`src/hdl/hkrb_pkg.sv`:
```
// Shared types and constants for the HID keyboard report builder.
package hkrb_pkg;

  // Slot store sizing
  localparam int KEY_SLOTS_DEF = 6;
  localparam int KEY_SLOTS_MAX = 16;
  localparam int REPORT_SLOTS  = 6;

  // Result status codes
  localparam logic [1:0] ST_UPDATED = 2'd0;
  localparam logic [1:0] ST_REPEAT  = 2'd1;
  localparam logic [1:0] ST_UNKNOWN = 2'd2;
  localparam logic [1:0] ST_FULL    = 2'd3;

  // Base HID usages of the contiguous key groups
  localparam logic [7:0] USAGE_A  = 8'h04;
  localparam logic [7:0] USAGE_1  = 8'h1E;
  localparam logic [7:0] USAGE_0  = 8'h27;
  localparam logic [7:0] USAGE_F1 = 8'h3A;

  // Translated key: either a modifier mask or a usage
  typedef struct packed {
    logic       ok;
    logic       is_mod;
    logic [7:0] mod_mask;
    logic [7:0] usage;
  } key_xlat_t;

  // One result: status and the report as it stands after the request
  typedef struct packed {
    logic [1:0]                   status;
    logic [7:0]                   modifier_bits;
    logic [REPORT_SLOTS-1:0][7:0] slots;
  } report_t;

endpackage

```
`src/hdl/hkrb_if.sv`:
```
// Valid/ready channel interfaces for key events and reports.
interface hkrb_in_if;
  logic       valid;
  logic       ready;
  logic       mode;
  logic [7:0] virtual_key;

  modport source(output valid, mode, virtual_key, input ready);
  modport sink(input valid, mode, virtual_key, output ready);
endinterface

interface hkrb_out_if;
  logic       valid;
  logic       ready;
  logic [1:0] status;
  logic [7:0] modifier_bits;
  logic [7:0] slot_zero;
  logic [7:0] slot_one;
  logic [7:0] slot_two;
  logic [7:0] slot_three;
  logic [7:0] slot_four;
  logic [7:0] slot_five;

  modport source(output valid, status, modifier_bits, slot_zero, slot_one, slot_two,
                 slot_three, slot_four, slot_five, input ready);
  modport sink(input valid, status, modifier_bits, slot_zero, slot_one, slot_two,
               slot_three, slot_four, slot_five, output ready);
endinterface

```
`src/hdl/hkrb_xlat.sv`:
```
// Virtual key code to HID modifier bit or usage translation.
module hkrb_xlat (
  input  logic              [7:0] vk,
  output hkrb_pkg::key_xlat_t     xlat
);
  import hkrb_pkg::*;

  localparam logic [7:0] VK_A  = 8'h41;
  localparam logic [7:0] VK_1  = 8'h31;
  localparam logic [7:0] VK_F1 = 8'h70;

  // decoder over the fixed key table
  always_comb begin
    xlat    = '0;
    xlat.ok = 1'b1;
    unique case (vk) inside
      // modifiers, LCtrl..RGui in bits 0..7
      8'hA2: begin xlat.is_mod = 1'b1; xlat.mod_mask = 8'h01; end
      8'hA0: begin xlat.is_mod = 1'b1; xlat.mod_mask = 8'h02; end
      8'hA4: begin xlat.is_mod = 1'b1; xlat.mod_mask = 8'h04; end
      8'h5B: begin xlat.is_mod = 1'b1; xlat.mod_mask = 8'h08; end
      8'hA3: begin xlat.is_mod = 1'b1; xlat.mod_mask = 8'h10; end
      8'hA1: begin xlat.is_mod = 1'b1; xlat.mod_mask = 8'h20; end
      8'hA5: begin xlat.is_mod = 1'b1; xlat.mod_mask = 8'h40; end
      8'h5C: begin xlat.is_mod = 1'b1; xlat.mod_mask = 8'h80; end
      // letters, digits, function keys
      [8'h41:8'h5A]: xlat.usage = 8'(USAGE_A + (vk - VK_A));
      [8'h31:8'h39]: xlat.usage = 8'(USAGE_1 + (vk - VK_1));
      8'h30:         xlat.usage = USAGE_0;
      [8'h70:8'h7B]: xlat.usage = 8'(USAGE_F1 + (vk - VK_F1));
      // remaining keys, one by one
      8'h0D: xlat.usage = 8'h28;
      8'h1B: xlat.usage = 8'h29;
      8'h08: xlat.usage = 8'h2A;
      8'h09: xlat.usage = 8'h2B;
      8'h20: xlat.usage = 8'h2C;
      8'hBD: xlat.usage = 8'h2D;
      8'hBB: xlat.usage = 8'h2E;
      8'hDB: xlat.usage = 8'h2F;
      8'hDD: xlat.usage = 8'h30;
      8'hDC: xlat.usage = 8'h31;
      8'hBA: xlat.usage = 8'h33;
      8'hDE: xlat.usage = 8'h34;
      8'hC0: xlat.usage = 8'h35;
      8'hBC: xlat.usage = 8'h36;
      8'hBE: xlat.usage = 8'h37;
      8'hBF: xlat.usage = 8'h38;
      8'h14: xlat.usage = 8'h39;
      8'h2C: xlat.usage = 8'h46;
      8'h91: xlat.usage = 8'h47;
      8'h13: xlat.usage = 8'h48;
      8'h2D: xlat.usage = 8'h49;
      8'h24: xlat.usage = 8'h4A;
      8'h21: xlat.usage = 8'h4B;
      8'h2E: xlat.usage = 8'h4C;
      8'h23: xlat.usage = 8'h4D;
      8'h22: xlat.usage = 8'h4E;
      8'h27: xlat.usage = 8'h4F;
      8'h25: xlat.usage = 8'h50;
      8'h28: xlat.usage = 8'h51;
      8'h26: xlat.usage = 8'h52;
      8'h90: xlat.usage = 8'h53;
      8'h6F: xlat.usage = 8'h54;
      8'h6A: xlat.usage = 8'h55;
      8'h6D: xlat.usage = 8'h56;
      8'h6B: xlat.usage = 8'h57;
      8'h6E: xlat.usage = 8'h63;
      default: xlat.ok = 1'b0;
    endcase
  end

endmodule

```
`src/hdl/hkrb_keystate.sv`:
```
// Held modifier byte and usage slots, with the per-request update.
module hkrb_keystate #(
  parameter int KEY_SLOTS = hkrb_pkg::KEY_SLOTS_DEF
) (
  input  logic                clk,
  input  logic                rst_n,
  input  logic                fire,
  input  logic                press,
  input  hkrb_pkg::key_xlat_t xlat,
  output hkrb_pkg::report_t   report
);
  import hkrb_pkg::*;

  logic [7:0]                   mods_r, mods_nxt;
  logic [KEY_SLOTS-1:0][7:0]    slots_r, slots_nxt;
  logic [KEY_SLOTS-1:0]         match, empty, match_first, empty_first;
  logic [1:0]                   status;
  logic [REPORT_SLOTS-1:0][7:0] shown;

  // per-slot compares
  always_comb begin
    for (int i = 0; i < KEY_SLOTS; i++) begin
      match[i] = (slots_r[i] == xlat.usage);
      empty[i] = (slots_r[i] == 8'h00);
    end
  end

  // lowest set bit picks the slot
  assign match_first = match & (~match + KEY_SLOTS'(1));
  assign empty_first = empty & (~empty + KEY_SLOTS'(1));

  // next state and status
  always_comb begin
    mods_nxt  = mods_r;
    slots_nxt = slots_r;
    status    = ST_UPDATED;
    if (!xlat.ok) begin
      status = ST_UNKNOWN;
    end else if (press) begin
      if (xlat.is_mod) begin
        if ((mods_r & xlat.mod_mask) != 8'h00) status = ST_REPEAT;
        else mods_nxt = mods_r | xlat.mod_mask;
      end else if (|match) begin
        status = ST_REPEAT;
      end else if (|empty) begin
        for (int i = 0; i < KEY_SLOTS; i++) begin
          if (empty_first[i]) slots_nxt[i] = xlat.usage;
        end
      end else begin
        status = ST_FULL;
      end
    end else begin
      if (xlat.is_mod) begin
        mods_nxt = mods_r & ~xlat.mod_mask;
      end else begin
        for (int i = 0; i < KEY_SLOTS; i++) begin
          if (match_first[i]) slots_nxt[i] = 8'h00;
        end
      end
    end
  end

  // state registers
  always_ff @(posedge clk) begin
    if (!rst_n) begin
      mods_r  <= '0;
      slots_r <= '0;
    end else if (fire) begin
      mods_r  <= mods_nxt;
      slots_r <= slots_nxt;
    end
  end

  // report view: slots past KEY_SLOTS read empty
  for (genvar r = 0; r < REPORT_SLOTS; r++) begin : g_shown
    if (r < KEY_SLOTS) begin : g_live
      assign shown[r] = slots_nxt[r];
    end else begin : g_none
      assign shown[r] = 8'h00;
    end
  end

  always_comb begin
    report.status        = status;
    report.modifier_bits = mods_nxt;
    report.slots         = shown;
  end

  // full is only reported with no empty slot
  a_full_no_empty: assert property (@(posedge clk) disable iff (!rst_n)
    fire && status == ST_FULL |-> empty == '0)
    else $error("full status with an empty slot");

  // untranslatable key leaves the state alone
  a_unknown_hold: assert property (@(posedge clk) disable iff (!rst_n)
    fire && !xlat.ok |=> $stable(mods_r) && $stable(slots_r))
    else $error("untranslatable key changed state");

  // modifier release clears its bit
  a_mod_release: assert property (@(posedge clk) disable iff (!rst_n)
    fire && xlat.ok && xlat.is_mod && !press |=> (mods_r & $past(xlat.mod_mask)) == 8'h00)
    else $error("modifier bit still set after release");

  // state only moves on a processed request
  a_idle_hold: assert property (@(posedge clk) disable iff (!rst_n)
    !fire |=> $stable(mods_r) && $stable(slots_r))
    else $error("state changed without a request");

endmodule

```
`src/hdl/hid_keyboard_report_builder.sv`:
```
// Top level: input register, translation and slot update, result register.
//
//   channel   | dir | handshake    | payload
//   in_chan   | in  | valid/ready  | mode, virtual_key
//   out_chan  | out | valid/ready  | status, modifier_bits, slot_zero..slot_five
//
// One request per cycle while the result is taken; a request passes the input register
// and then the result register before its report is valid.
// The rate is set by the single update pass over the slots between the
// input register and the result register.
// Synchronous active-low reset empties both registers and clears all slots.
// A stalled result holds the stage; the input register takes one more request,
// then in_chan.ready stays low until the result is taken.
module hid_keyboard_report_builder #(
  parameter int KEY_SLOTS = hkrb_pkg::KEY_SLOTS_DEF
) (
  input logic       clk,
  input logic       rst_n,
  hkrb_in_if.sink   in_chan,
  hkrb_out_if.source out_chan
);
  import hkrb_pkg::*;

  logic       in_vld_r;
  logic       in_mode_r;
  logic [7:0] in_vk_r;
  logic       out_vld_r;
  report_t    out_rpt_r;
  logic       fire;
  key_xlat_t  xlat;
  report_t    rpt;

  // stage handshake
  assign fire          = in_vld_r && (!out_vld_r || out_chan.ready);
  assign in_chan.ready = !in_vld_r || fire;

  // input register
  always_ff @(posedge clk) begin
    if (!rst_n) begin
      in_vld_r <= 1'b0;
    end else if (in_chan.ready) begin
      in_vld_r <= in_chan.valid;
    end
  end

  always_ff @(posedge clk) begin
    if (in_chan.valid && in_chan.ready) begin
      in_mode_r <= in_chan.mode;
      in_vk_r   <= in_chan.virtual_key;
    end
  end

  hkrb_xlat u_xlat (
    .vk   (in_vk_r),
    .xlat (xlat)
  );

  hkrb_keystate #(
    .KEY_SLOTS (KEY_SLOTS)
  ) u_keystate (
    .clk    (clk),
    .rst_n  (rst_n),
    .fire   (fire),
    .press  (in_mode_r),
    .xlat   (xlat),
    .report (rpt)
  );

  // result register
  always_ff @(posedge clk) begin
    if (!rst_n) begin
      out_vld_r <= 1'b0;
    end else if (fire) begin
      out_vld_r <= 1'b1;
    end else if (out_chan.ready) begin
      out_vld_r <= 1'b0;
    end
  end

  always_ff @(posedge clk) begin
    if (fire) begin
      out_rpt_r <= rpt;
    end
  end

  assign out_chan.valid         = out_vld_r;
  assign out_chan.status        = out_rpt_r.status;
  assign out_chan.modifier_bits = out_rpt_r.modifier_bits;
  assign out_chan.slot_zero     = out_rpt_r.slots[0];
  assign out_chan.slot_one      = out_rpt_r.slots[1];
  assign out_chan.slot_two      = out_rpt_r.slots[2];
  assign out_chan.slot_three    = out_rpt_r.slots[3];
  assign out_chan.slot_four     = out_rpt_r.slots[4];
  assign out_chan.slot_five     = out_rpt_r.slots[5];

endmodule

```
`src/flat_wrapper.sv`:
```
// flat-port wrapper written by rule: the top's interface ports become plain ports
module hid_keyboard_report_builder_flat import hkrb_pkg::*;
#(
  parameter int KEY_SLOTS = hkrb_pkg::KEY_SLOTS_DEF
)
  (clk, rst_n, in_chan_valid, in_chan_mode, in_chan_virtual_key, in_chan_ready, out_chan_valid, out_chan_status, out_chan_modifier_bits, out_chan_slot_zero, out_chan_slot_one, out_chan_slot_two, out_chan_slot_three, out_chan_slot_four, out_chan_slot_five, out_chan_ready);
  hkrb_in_if in_chan_i ();
  hkrb_out_if out_chan_i ();
  input logic clk;
  input logic rst_n;
  input wire logic [$bits(in_chan_i.valid)-1:0] in_chan_valid;
  input wire logic [$bits(in_chan_i.mode)-1:0] in_chan_mode;
  input wire logic [$bits(in_chan_i.virtual_key)-1:0] in_chan_virtual_key;
  output wire logic [$bits(in_chan_i.ready)-1:0] in_chan_ready;
  output wire logic [$bits(out_chan_i.valid)-1:0] out_chan_valid;
  output wire logic [$bits(out_chan_i.status)-1:0] out_chan_status;
  output wire logic [$bits(out_chan_i.modifier_bits)-1:0] out_chan_modifier_bits;
  output wire logic [$bits(out_chan_i.slot_zero)-1:0] out_chan_slot_zero;
  output wire logic [$bits(out_chan_i.slot_one)-1:0] out_chan_slot_one;
  output wire logic [$bits(out_chan_i.slot_two)-1:0] out_chan_slot_two;
  output wire logic [$bits(out_chan_i.slot_three)-1:0] out_chan_slot_three;
  output wire logic [$bits(out_chan_i.slot_four)-1:0] out_chan_slot_four;
  output wire logic [$bits(out_chan_i.slot_five)-1:0] out_chan_slot_five;
  input wire logic [$bits(out_chan_i.ready)-1:0] out_chan_ready;
  assign in_chan_i.valid = in_chan_valid;
  assign in_chan_i.mode = in_chan_mode;
  assign in_chan_i.virtual_key = in_chan_virtual_key;
  assign in_chan_ready = in_chan_i.ready;
  assign out_chan_valid = out_chan_i.valid;
  assign out_chan_status = out_chan_i.status;
  assign out_chan_modifier_bits = out_chan_i.modifier_bits;
  assign out_chan_slot_zero = out_chan_i.slot_zero;
  assign out_chan_slot_one = out_chan_i.slot_one;
  assign out_chan_slot_two = out_chan_i.slot_two;
  assign out_chan_slot_three = out_chan_i.slot_three;
  assign out_chan_slot_four = out_chan_i.slot_four;
  assign out_chan_slot_five = out_chan_i.slot_five;
  assign out_chan_i.ready = out_chan_ready;
  hid_keyboard_report_builder #(.KEY_SLOTS(KEY_SLOTS)) u_core (.clk(clk), .rst_n(rst_n), .in_chan(in_chan_i), .out_chan(out_chan_i));
endmodule
```
`config.mk`:
```
export PLATFORM = sky130hd
export DESIGN_NAME = hid_keyboard_report_builder_flat
export DESIGN_NICKNAME = d
export VERILOG_FILES = /design/src/hdl/hkrb_pkg.sv /design/src/hdl/hkrb_if.sv /design/src/hdl/hkrb_xlat.sv /design/src/hdl/hkrb_keystate.sv /design/src/hdl/hid_keyboard_report_builder.sv /design/src/flat_wrapper.sv
export SDC_FILE = /design/constraint.sdc
export NUM_CORES = 1
export LEC_CHECK = 0
export CAP_MARGIN = 40
export CORE_ASPECT_RATIO = 0.7
export CORE_UTILIZATION = 35
export CTS_CLUSTER_SIZE = 16
export DETAILED_ROUTE_END_ITERATION = 10
export DONT_BUFFER_PORTS = 1
export PLACE_DENSITY_LB_ADDON = 0.1
export SLEW_MARGIN = 20
export SYNTH_ARGS = -nofsm -noshare
export SYNTH_HDL_FRONTEND = slang
export SYNTH_SLANG_ARGS = --single-unit
```
`constraint.sdc`:
```
create_clock -name clk -period 3.5 [get_ports clk]
set_input_delay 0.525 -clock clk [delete_from_list [all_inputs] [get_ports clk]]
set_output_delay 0.525 -clock clk [all_outputs]
set_load 0.01 [all_outputs]
```
### After elaboration in Yosys (flattened, before gate mapping)

Index checks and enable logic that the tools add are counted.

* bits of input ports: 13
* word-level logic and storage cells: 147
* register bits after elaboration: 125

* equality and inequality tests: 51
* reduce and logical (&&, ||, !) cells: 21
* $add $sub $neg: 8
* magnitude comparators: 6
* multiplexer cells: 33
* bitwise gates (word level): 8

Operators with widths (count)
* 8-bit one-hot mux with 40 select lines: 1
* 48-bit 2-to-1 mux: 6
* 8-bit equality test (second input constant): 19
* 8-bit 2-to-1 mux: 17
* 8-bit by 6-bit equality test with 1-bit output (second input constant): 13
* 9-bit one-hot mux with 8 select lines: 1
* 8-bit by 7-bit equality test with 1-bit output (second input constant): 7
* 8-bit equality test: 6
* 8-bit zero test: 6
* 48-bit OR reduction: 1
* 8-bit by 4-bit equality test with 1-bit output (second input constant): 3
* 8-bit by 5-bit equality test with 1-bit output (second input constant): 3
* 8-bit AND: 2
* 8-bit by 7-bit >= comparator with 1-bit output (second input constant): 2
* 8-bit by 7-bit <= comparator with 1-bit output (second input constant): 2
* 8-bit by 7-bit subtractor with 8-bit output (second input constant): 2
* 6-bit by 1-bit adder with 6-bit output (second input constant): 2
* 6-bit AND: 2
* 6-bit inverter: 2
* 6-bit OR reduction: 2
* 3-bit by 8-bit adder with 8-bit output (first input constant): 1
* 5-bit by 8-bit adder with 8-bit output (first input constant): 1
* 6-bit by 8-bit adder with 8-bit output (first input constant): 1
* 8-bit by 6-bit >= comparator with 1-bit output (second input constant): 1
* 12 further kinds: 24

### Longest topological paths before layout

Gate-level depths: netlist (run 1).

* word-level depth: 11
* depth in mapped cells: 19
* mapped depth without buffers: 13

### By module

Synthesis (run 1) repeated with hierarchy kept, for this count alone.

* cells, all modules: 800
* area, all modules: 7439.6 um2

Modules (own cells, without submodules)
* hkrb_keystate: area each 3754.9 um2, instances 1, cells each 492
* hid_keyboard_report_builder: area each 2115.8 um2, instances 1, cells each 76
* hkrb_xlat: area each 1569.0 um2, instances 1, cells each 232

### Least setup slack after synthesis (run 1)

No wires, ideal clock.

* kind: register -> register
* start point: register u_core.in_vk_r[1]
* end point: register u_core.out_rpt_r, in the netlist u_core.out_chan.slot_four[6] (data pin)
* path buffers: 4
* stages on the path, launching flop included: 18
* required time: 3.241 ns
* path slack: -0.243 ns
* data arrival time: 3.484 ns
* cell sequence: edfxtp_1 > inv_1 > ha_1 > buf_2 > nor3_1 > a2111oi_4 > a2111oi_2 > and4_4 > buf_6 > nand3_1 > a2111oi_2 > nand4_1 > and3_1 > buf_4 > nand2_2 > buf_6 > o21ai_0 > or2_1

RTL lines
* start: declaration: RTL line hid_keyboard_report_builder.sv:26 `logic [7:0] in_vk_r;`
* start signal: assignment: RTL line hid_keyboard_report_builder.sv:49 `in_vk_r <= in_chan.virtual_key;`
* end signal: assignment: RTL line hid_keyboard_report_builder.sv:82 `out_rpt_r <= rpt;`
* end: declaration: RTL line hid_keyboard_report_builder.sv:28 `report_t out_rpt_r;`

==> results of run 1 <==
-- timing repair --
action | CTS | global route
endpoints found under the setup margin | 86 | 87
hold buffers | 0 | 0
pin swaps | 35 | 23
gates resized for setup | 123 | 47
cloned | 3 | 2
setup buffers | 41 | 11
-- per-layer routing --
layer  track usage  wire (um)  vias to the layer above
met2         0.363      12100                      343
met1         0.424      14700                     3688
met4        0.0538        410                        0
li1              -          -                     3366
met5             0          0                        -
met3        0.0736       2710                       45
-- report_power, final --
| part | leakage, nW | switching, mW | internal, mW |
|---|---|---|---|
| combinational | 2.90 | 0.506 | 0.418 |
| clock | 0.324 | 0.717 | 1.31 |
| sequential | 1.10 | 0.0334 | 1.58 |
-- critical path: stages (launching register included) --
cell       delay, ns
edfxtp_1        0.42
buf_6           0.16
ha_4            0.17
buf_6           0.13
nor2b_4         0.13
o311ai_4        0.32
a21boi_4        0.26
nand4b_1        0.21
buf_4           0.21
clkbuf_16       0.14
xor2_2          0.14
nor3_2          0.15
nand4_1         0.21
and4b_4         0.33
nand3_4         0.12
buf_4           0.14
buf_12          0.12
nor2_4          0.05
a22o_1          0.19
-- flip-flops by register name (all words and copies together), names as in the netlist --
register and flops:
u_core.out_chan.valid 1, u_core.u_keystate.slots_r 48, u_core.u_keystate.mods_r 8, u_core.out_chan.slot_one 8, u_core.in_vld_r 1, u_core.in_mode_r 1, u_core.out_chan.slot_five 8, u_core.out_chan.slot_zero 8
u_core.in_vk_r 8, u_core.out_chan.slot_four 8, u_core.out_chan.slot_three 8, u_core.out_chan.status 2, u_core.out_chan.slot_two 8, u_core.out_chan.modifier_bits 8
-- placed cells by master, fill, tap and decap left out, types with 22 or more instances in the layout --
master      n
a21oi_1    38
a22o_1     26
buf_4     188
dfxtp_1    58
edfxtp_1   67
inv_1      25
nand2_1    74
nand3_1    24
nand4_1    22
nor2_1     36
nor3_1     23
-- path summary, 6_finish.rpt --
| check | startpoint | end | cells after the start |
|---|---|---|---|
| worst max register to register | u_core.in_vk_r[1] | u_core.out_chan.slot_five[2] | 18 |
| worst min-delay path | in_chan_virtual_key[7] | u_core.in_vk_r[7] | 0 |
| worst min register to register | u_core.u_keystate.mods_r[7] | u_core.u_keystate.mods_r[7] | 2 |
| worst max-delay path | u_core.in_vk_r[1] | u_core.out_chan.slot_five[2] | 18 |
-- per-stage QoR --
stage / power (mW) / util / hold slack [ns] / TNS (ns)
floorplan: 2.05 / - / 0.456 / -0.521
global placement: 2.34 / 0.430 / 0.465 / -36.18
detailed placement: 2.34 / 0.430 / 0.479 / -39.78
CTS: 4.52 / 0.502 / 0.182 / -14.18
global route: 4.71 / 0.520 / 0.181 / -32.44
finish: 4.57 / 0.520 / 0.193 / -23.08
-- kinds of logic (layout without fill, tap and decap cells) --
logic type	after synthesis	after routing	synth area share
flops	125	125	0.424
compound gates	210	210	0.207
xor+xnor	25	25	0.0303
mux	3	3	0.00401
fa+ha+maj	9	9	0.0150
simple gates	331	334	0.259
buf+inv	86	281	0.0604
-- cell type report --
cell class,count,area [um^2],share of cell area
Multi-Input combinational cell,581,4650,0.429
Sequential cell,125,3170,0.293
Clock inverter,12,208,0.0192
Inverter,29,116,0.0107
Clock buffer,19,454,0.0419
Timing Repair Buffer,221,1890,0.175
Tap cell,276,345,0.0318
==> results.sh, run 1 <==
export IMPL_fp_coreArea_mm2=0.0209
export IMPL_syn_nets=811
export IMPL_yosysSeqAreaShare=0.424
export IMPL_htreeDepth=4
export IMPL_violations="negative setup slack"
export IMPL_netlist_instances=789
export IMPL_drt_iter0_markers=746
export IMPL_p_leak_nw=4.32
export IMPL_dp_hpwl_mm=21.1
export IMPL_power_density_mw_per_mm2=421
export IMPL_slew_headroom=0.487
export IMPL_cts_tree="yes"
export IMPL_io_buffers=0
export IMPL_synth_cell_types=97
export IMPL_synthTopCellsByCount="nand2_1 (77), edfxtp_1 (67), dfxtp_1 (58)"
export IMPL_fill_cells=1875
export IMPL_fp_dieArea_mm2=0.0220
export IMPL_tightest_slew_ns=0.767
export IMPL_yosysMostFrequentCell="nand2_1"
export IMPL_grt_max_degree=36
export IMPL_cp_max_fo=6
export IMPL_num_antenna_cells=0
export IMPL_stdcell_area_mm2=0.0108
export IMPL_placed_area_mm2=0.00898
export IMPL_ys_ff_latch=125
export IMPL_finalMaxSlewViolations=0
export IMPL_async_reset_ff_frac=0
export IMPL_synth_edf_count=67
export IMPL_cts_sinks=125
export IMPL_min_period_ns=3.88
export IMPL_cts_buffer_depth=2
export IMPL_routed_wl_mm=29.9
export IMPL_clkTransAtPathRegs_ns=0.07
export IMPL_crit_required_ns=3.66
export IMPL_ys_warnings_count=0
export IMPL_finalSetupViolations=86
export IMPL_die_w_um=177
export IMPL_worst_setup_path_type="reg -> reg"
export IMPL_initial_utilization=0.359
export IMPL_area_growth_pct=44.9
export IMPL_ir_drop_uv=325
export IMPL_vias=7442
export IMPL_hold_viol=0
export IMPL_viasPerCell=5.89
export IMPL_layout_drive_gt1_share=0.409
export IMPL_synthTopCellsByArea="edfxtp_1 (27%), dfxtp_1 (16%), nand2_1 (3.9%)"
export IMPL_numCtsBuffers=17
export IMPL_cap_violations=0
export IMPL_grt_pass1_vias=7006
export IMPL_grt_first_pass_wirelength_mm=44.5
export IMPL_endpoint_kind="flop"
export IMPL_gp_congestion=0.929
export IMPL_place_ws_ns=-0.584
export IMPL_arrival_ns=4.04
export IMPL_fmaxAchievable_mhz=258
export IMPL_grtUsageTotal=0.271
export IMPL_synth_top_area_frac=0.269
export IMPL_final_antenna_net_count=0
export IMPL_start_kind="flop"
export IMPL_drc=0
export IMPL_worst_clock_skew_ns=0.0162
export IMPL_ys_flop_type="edfxtp_1"
export IMPL_instances_no_fill=1263
export IMPL_final_nets=997
export IMPL_hold_path_class="in -> reg"
export IMPL_root_buffer="clkbuf_16"
export IMPL_dr_pass1_iters=5
export IMPL_antenna_found_initial=0
export IMPL_postLayoutSetupSlackWorst_ns=-0.382
export IMPL_rows=44
export IMPL_yosys_area_top_type="edfxtp_1"
export IMPL_status="finished with violations"
export IMPL_syn_cell_area_mm2=0.00748
export IMPL_finalCritPeriodShare=1.11
export IMPL_dieHeight_um=124
export IMPL_avgSynthCellArea_um2=9.48
export IMPL_grt_overflow_total=0
export IMPL_clock_latency_ns=0.42
export IMPL_reg2reg_slack_ns=-0.38
export IMPL_place_inst=1175
export IMPL_detail_route_wl_per_cell_um=23.6
export IMPL_pin_count=73
export IMPL_rsz0062_at_grt="true"
Note: power is estimated with default switching activity, not from simulation.
==> run 2: changes to the inputs <==
--- a/config.mk
+++ b/config.mk
@@ -11,7 +11,6 @@
 export CTS_CLUSTER_SIZE = 16
 export DETAILED_ROUTE_END_ITERATION = 10
 export DONT_BUFFER_PORTS = 1
-export PLACE_DENSITY_LB_ADDON = 0.1
 export SLEW_MARGIN = 20
 export SYNTH_ARGS = -nofsm -noshare
 export SYNTH_HDL_FRONTEND = slang
==> run 2 against run 1 <==
The flow still finishes with violations (negative setup slack). Worst hold slack worse by 0.0073 ns. Final area down 0.51%. Cell count down 0.16%. Maximum frequency down 0.41%. Non-clock buffer count down 1. Clock skew down 0.0046 ns. Clock power down 9%. Total power down 4.3%. Largest cell class unchanged. Highest routed layer unchanged.
==> results.sh, run 2 (synthesis results as in run 1) <==
export IMPL_status="finished with violations"
export IMPL_violations="negative setup slack"
export IMPL_place_ws_ns=-0.565
export IMPL_final_antenna_net_count=0
export IMPL_fp_coreArea_mm2=0.0209
export IMPL_layout_drive_gt1_share=0.413
export IMPL_numCtsBuffers=17
export IMPL_largest_register="u_core.u_keystate.slots_r"
export IMPL_power_density_mw_per_mm2=405
export IMPL_dp_hpwl_mm=19.9
export IMPL_initial_utilization=0.359
export IMPL_mostFrequentLayoutCell="buf_4"
export IMPL_rows=44
export IMPL_hold_viol=0
export IMPL_io_buffers=0
export IMPL_clock_latency_ns=0.43
export IMPL_grtUsageTotal=0.255
export IMPL_vias=7487
export IMPL_area_growth_pct=44.2
export IMPL_arrival_ns=4.08
export IMPL_worst_clock_skew_ns=0.0115
export IMPL_final_nets=994
export IMPL_start_kind="flop"
export IMPL_place_inst=1186
export IMPL_cp_cell_sequence="inv_2 > buf_12 > ha_4 > buf_6 > and2_4 > o311ai_4 > a21boi_2 > buf_4 > nand4b_1 > buf_6 > xor2_1 > nor3_2 > and4_4 > and4b_1 > buf_6 > nand3_4 > buf_6 > nor2_4 > a22o_1"
export IMPL_drc=0
export IMPL_grt_pass1_vias=7032
export IMPL_pin_count=73
export IMPL_cp_max_fo=10
export IMPL_cts_buffer_depth=2
export IMPL_rsz0062_at_grt="true"
export IMPL_multi_input_area_mm2=0.00467
export IMPL_finalMaxSlewViolations=0
export IMPL_endpoint_kind="flop"
export IMPL_root_buffer="clkbuf_16"
export IMPL_finalCritPeriodShare=1.11
export IMPL_hold_buffers=0
export IMPL_slew_headroom=0.472
export IMPL_dieHeight_um=124
export IMPL_routed_wl_mm=28.4
export IMPL_num_antenna_cells=0
export IMPL_placed_area_mm2=0.00906
export IMPL_drt_iter0_markers=633
export IMPL_worst_setup_path_type="reg -> reg"
export IMPL_register_area_mm2=0.00317
export IMPL_grt_first_pass_wirelength_mm=42.5
export IMPL_cap_violations=0
export IMPL_min_period_ns=3.90
export IMPL_slowest_delay_ns=0.43
export IMPL_fill_cells=1856
export IMPL_dr_pass1_iters=7
export IMPL_cts_tree="yes"
export IMPL_grt_overflow_total=0
export IMPL_antenna_found_initial=0
export IMPL_viasPerCell=5.94
export IMPL_final_cell_mix="buf_4 (178), nand2_1 (72), edfxtp_1 (67)"
export IMPL_instances_no_fill=1261
export IMPL_ir_drop_uv=301
export IMPL_stdcell_area_mm2=0.0108
export IMPL_cpMaxStageDelayCell="edfxtp_1"
export IMPL_fp_dieArea_mm2=0.0220
export IMPL_hold_path_class="in -> reg"
export IMPL_htreeDepth=4
export IMPL_grt_max_degree=41
export IMPL_fmaxAchievable_mhz=257
export IMPL_largest_reg_flops=48
export IMPL_clkTransAtPathRegs_ns=0.07
export IMPL_gp_congestion=0.934
export IMPL_detail_route_wl_per_cell_um=22.6
export IMPL_tightest_slew_ns=0.789
export IMPL_finalSetupViolations=86
export IMPL_p_leak_nw=4.20
export IMPL_die_w_um=177
export IMPL_worst_hold_slack_ns=0.186
export IMPL_cts_sinks=125
export IMPL_crit_required_ns=3.68
export IMPL_postLayoutSetupSlackWorst_ns=-0.398
export IMPL_cpMostUsedCell="buf_6"
==> run 2: cell count changes in the layout (fill, tap and decap cells not counted), sizes merged <==
cell,previous run,this run
nor2,43,42
clkinvlp,0,3
nand2,79,78
clkbuf,21,17
bufinv,5,2
inv,31,36
clkinv,5,3
buf,219,220
==> run 2: layout make-up <==
type,instances,area share
clock inverter,15,0.0162
tap,276,0.0320
clock buffer,17,0.0394
timing repair buffer,220,0.175
sequential,125,0.294
inverter,29,0.0103
multi-input combinational,579,0.433
==> run 2: worst paths after layout <==
check                                   start                            to  slack (ns)  depth (start not counted)
setup / recovery            u_core.in_vk_r[1]  u_core.out_chan.slot_five[4]       -0.40                         19
hold / removal         in_chan_virtual_key[1]             u_core.in_vk_r[1]        0.19                          0
setup reg to reg            u_core.in_vk_r[1]  u_core.out_chan.slot_five[4]       -0.40                         19
hold reg to reg   u_core.u_keystate.mods_r[1]   u_core.u_keystate.mods_r[1]        0.49                          2
==> run 2: per-layer routing <==
layer  GRT usage  vias to the layer above  part of all wire
met1       0.384                     3661              0.48
met5           0                        -                 0
met3      0.0778                       65             0.092
met2       0.343                      381              0.41
met4      0.0715                        0             0.020
li1            -                     3380                 -
==> run 2: worst max-delay path, delay by kind of cell, from the launching register on <==
| family | cells | cell delay (ns) |
|---|---|---|
| DFF | 1 | 0.43 |
| and+or+nand+nor | 7 | 1.17 |
| buffers and inverters | 7 | 0.98 |
| AOI/OAI and AO/OA | 3 | 0.70 |
| adders and majority gates | 1 | 0.19 |
| xor gates and xnor gates | 1 | 0.14 |
==> run 2: where the power goes <==
part	internal, mW	switching, mW	total (mW)
clock network	1.07	0.779	1.85
logic	0.412	0.494	0.905
registers	1.58	0.0330	1.61
==> run 2: stage by stage <==
| stage | utilization | total power, mW | setup TNS, ns |
|---|---|---|---|
| 2_1_floorplan | - | 2.05 | -0.521 |
| 3_3_place_gp | 0.434 | 2.35 | -30.67 |
| 3_5_place_dp | 0.434 | 2.34 | -36.86 |
| 4_1_cts | 0.496 | 4.31 | -17.71 |
| 5_1_grt | 0.517 | 4.51 | -36.26 |
| 6_report | 0.517 | 4.37 | -26.15 |
==> run 2: repair_timing <==
action,4_1_cts,5_1_grt
cloned,1,0
gates resized for setup,114,69
setup buffers,30,18
pin swaps,40,25
setup endpoints to repair,86,90
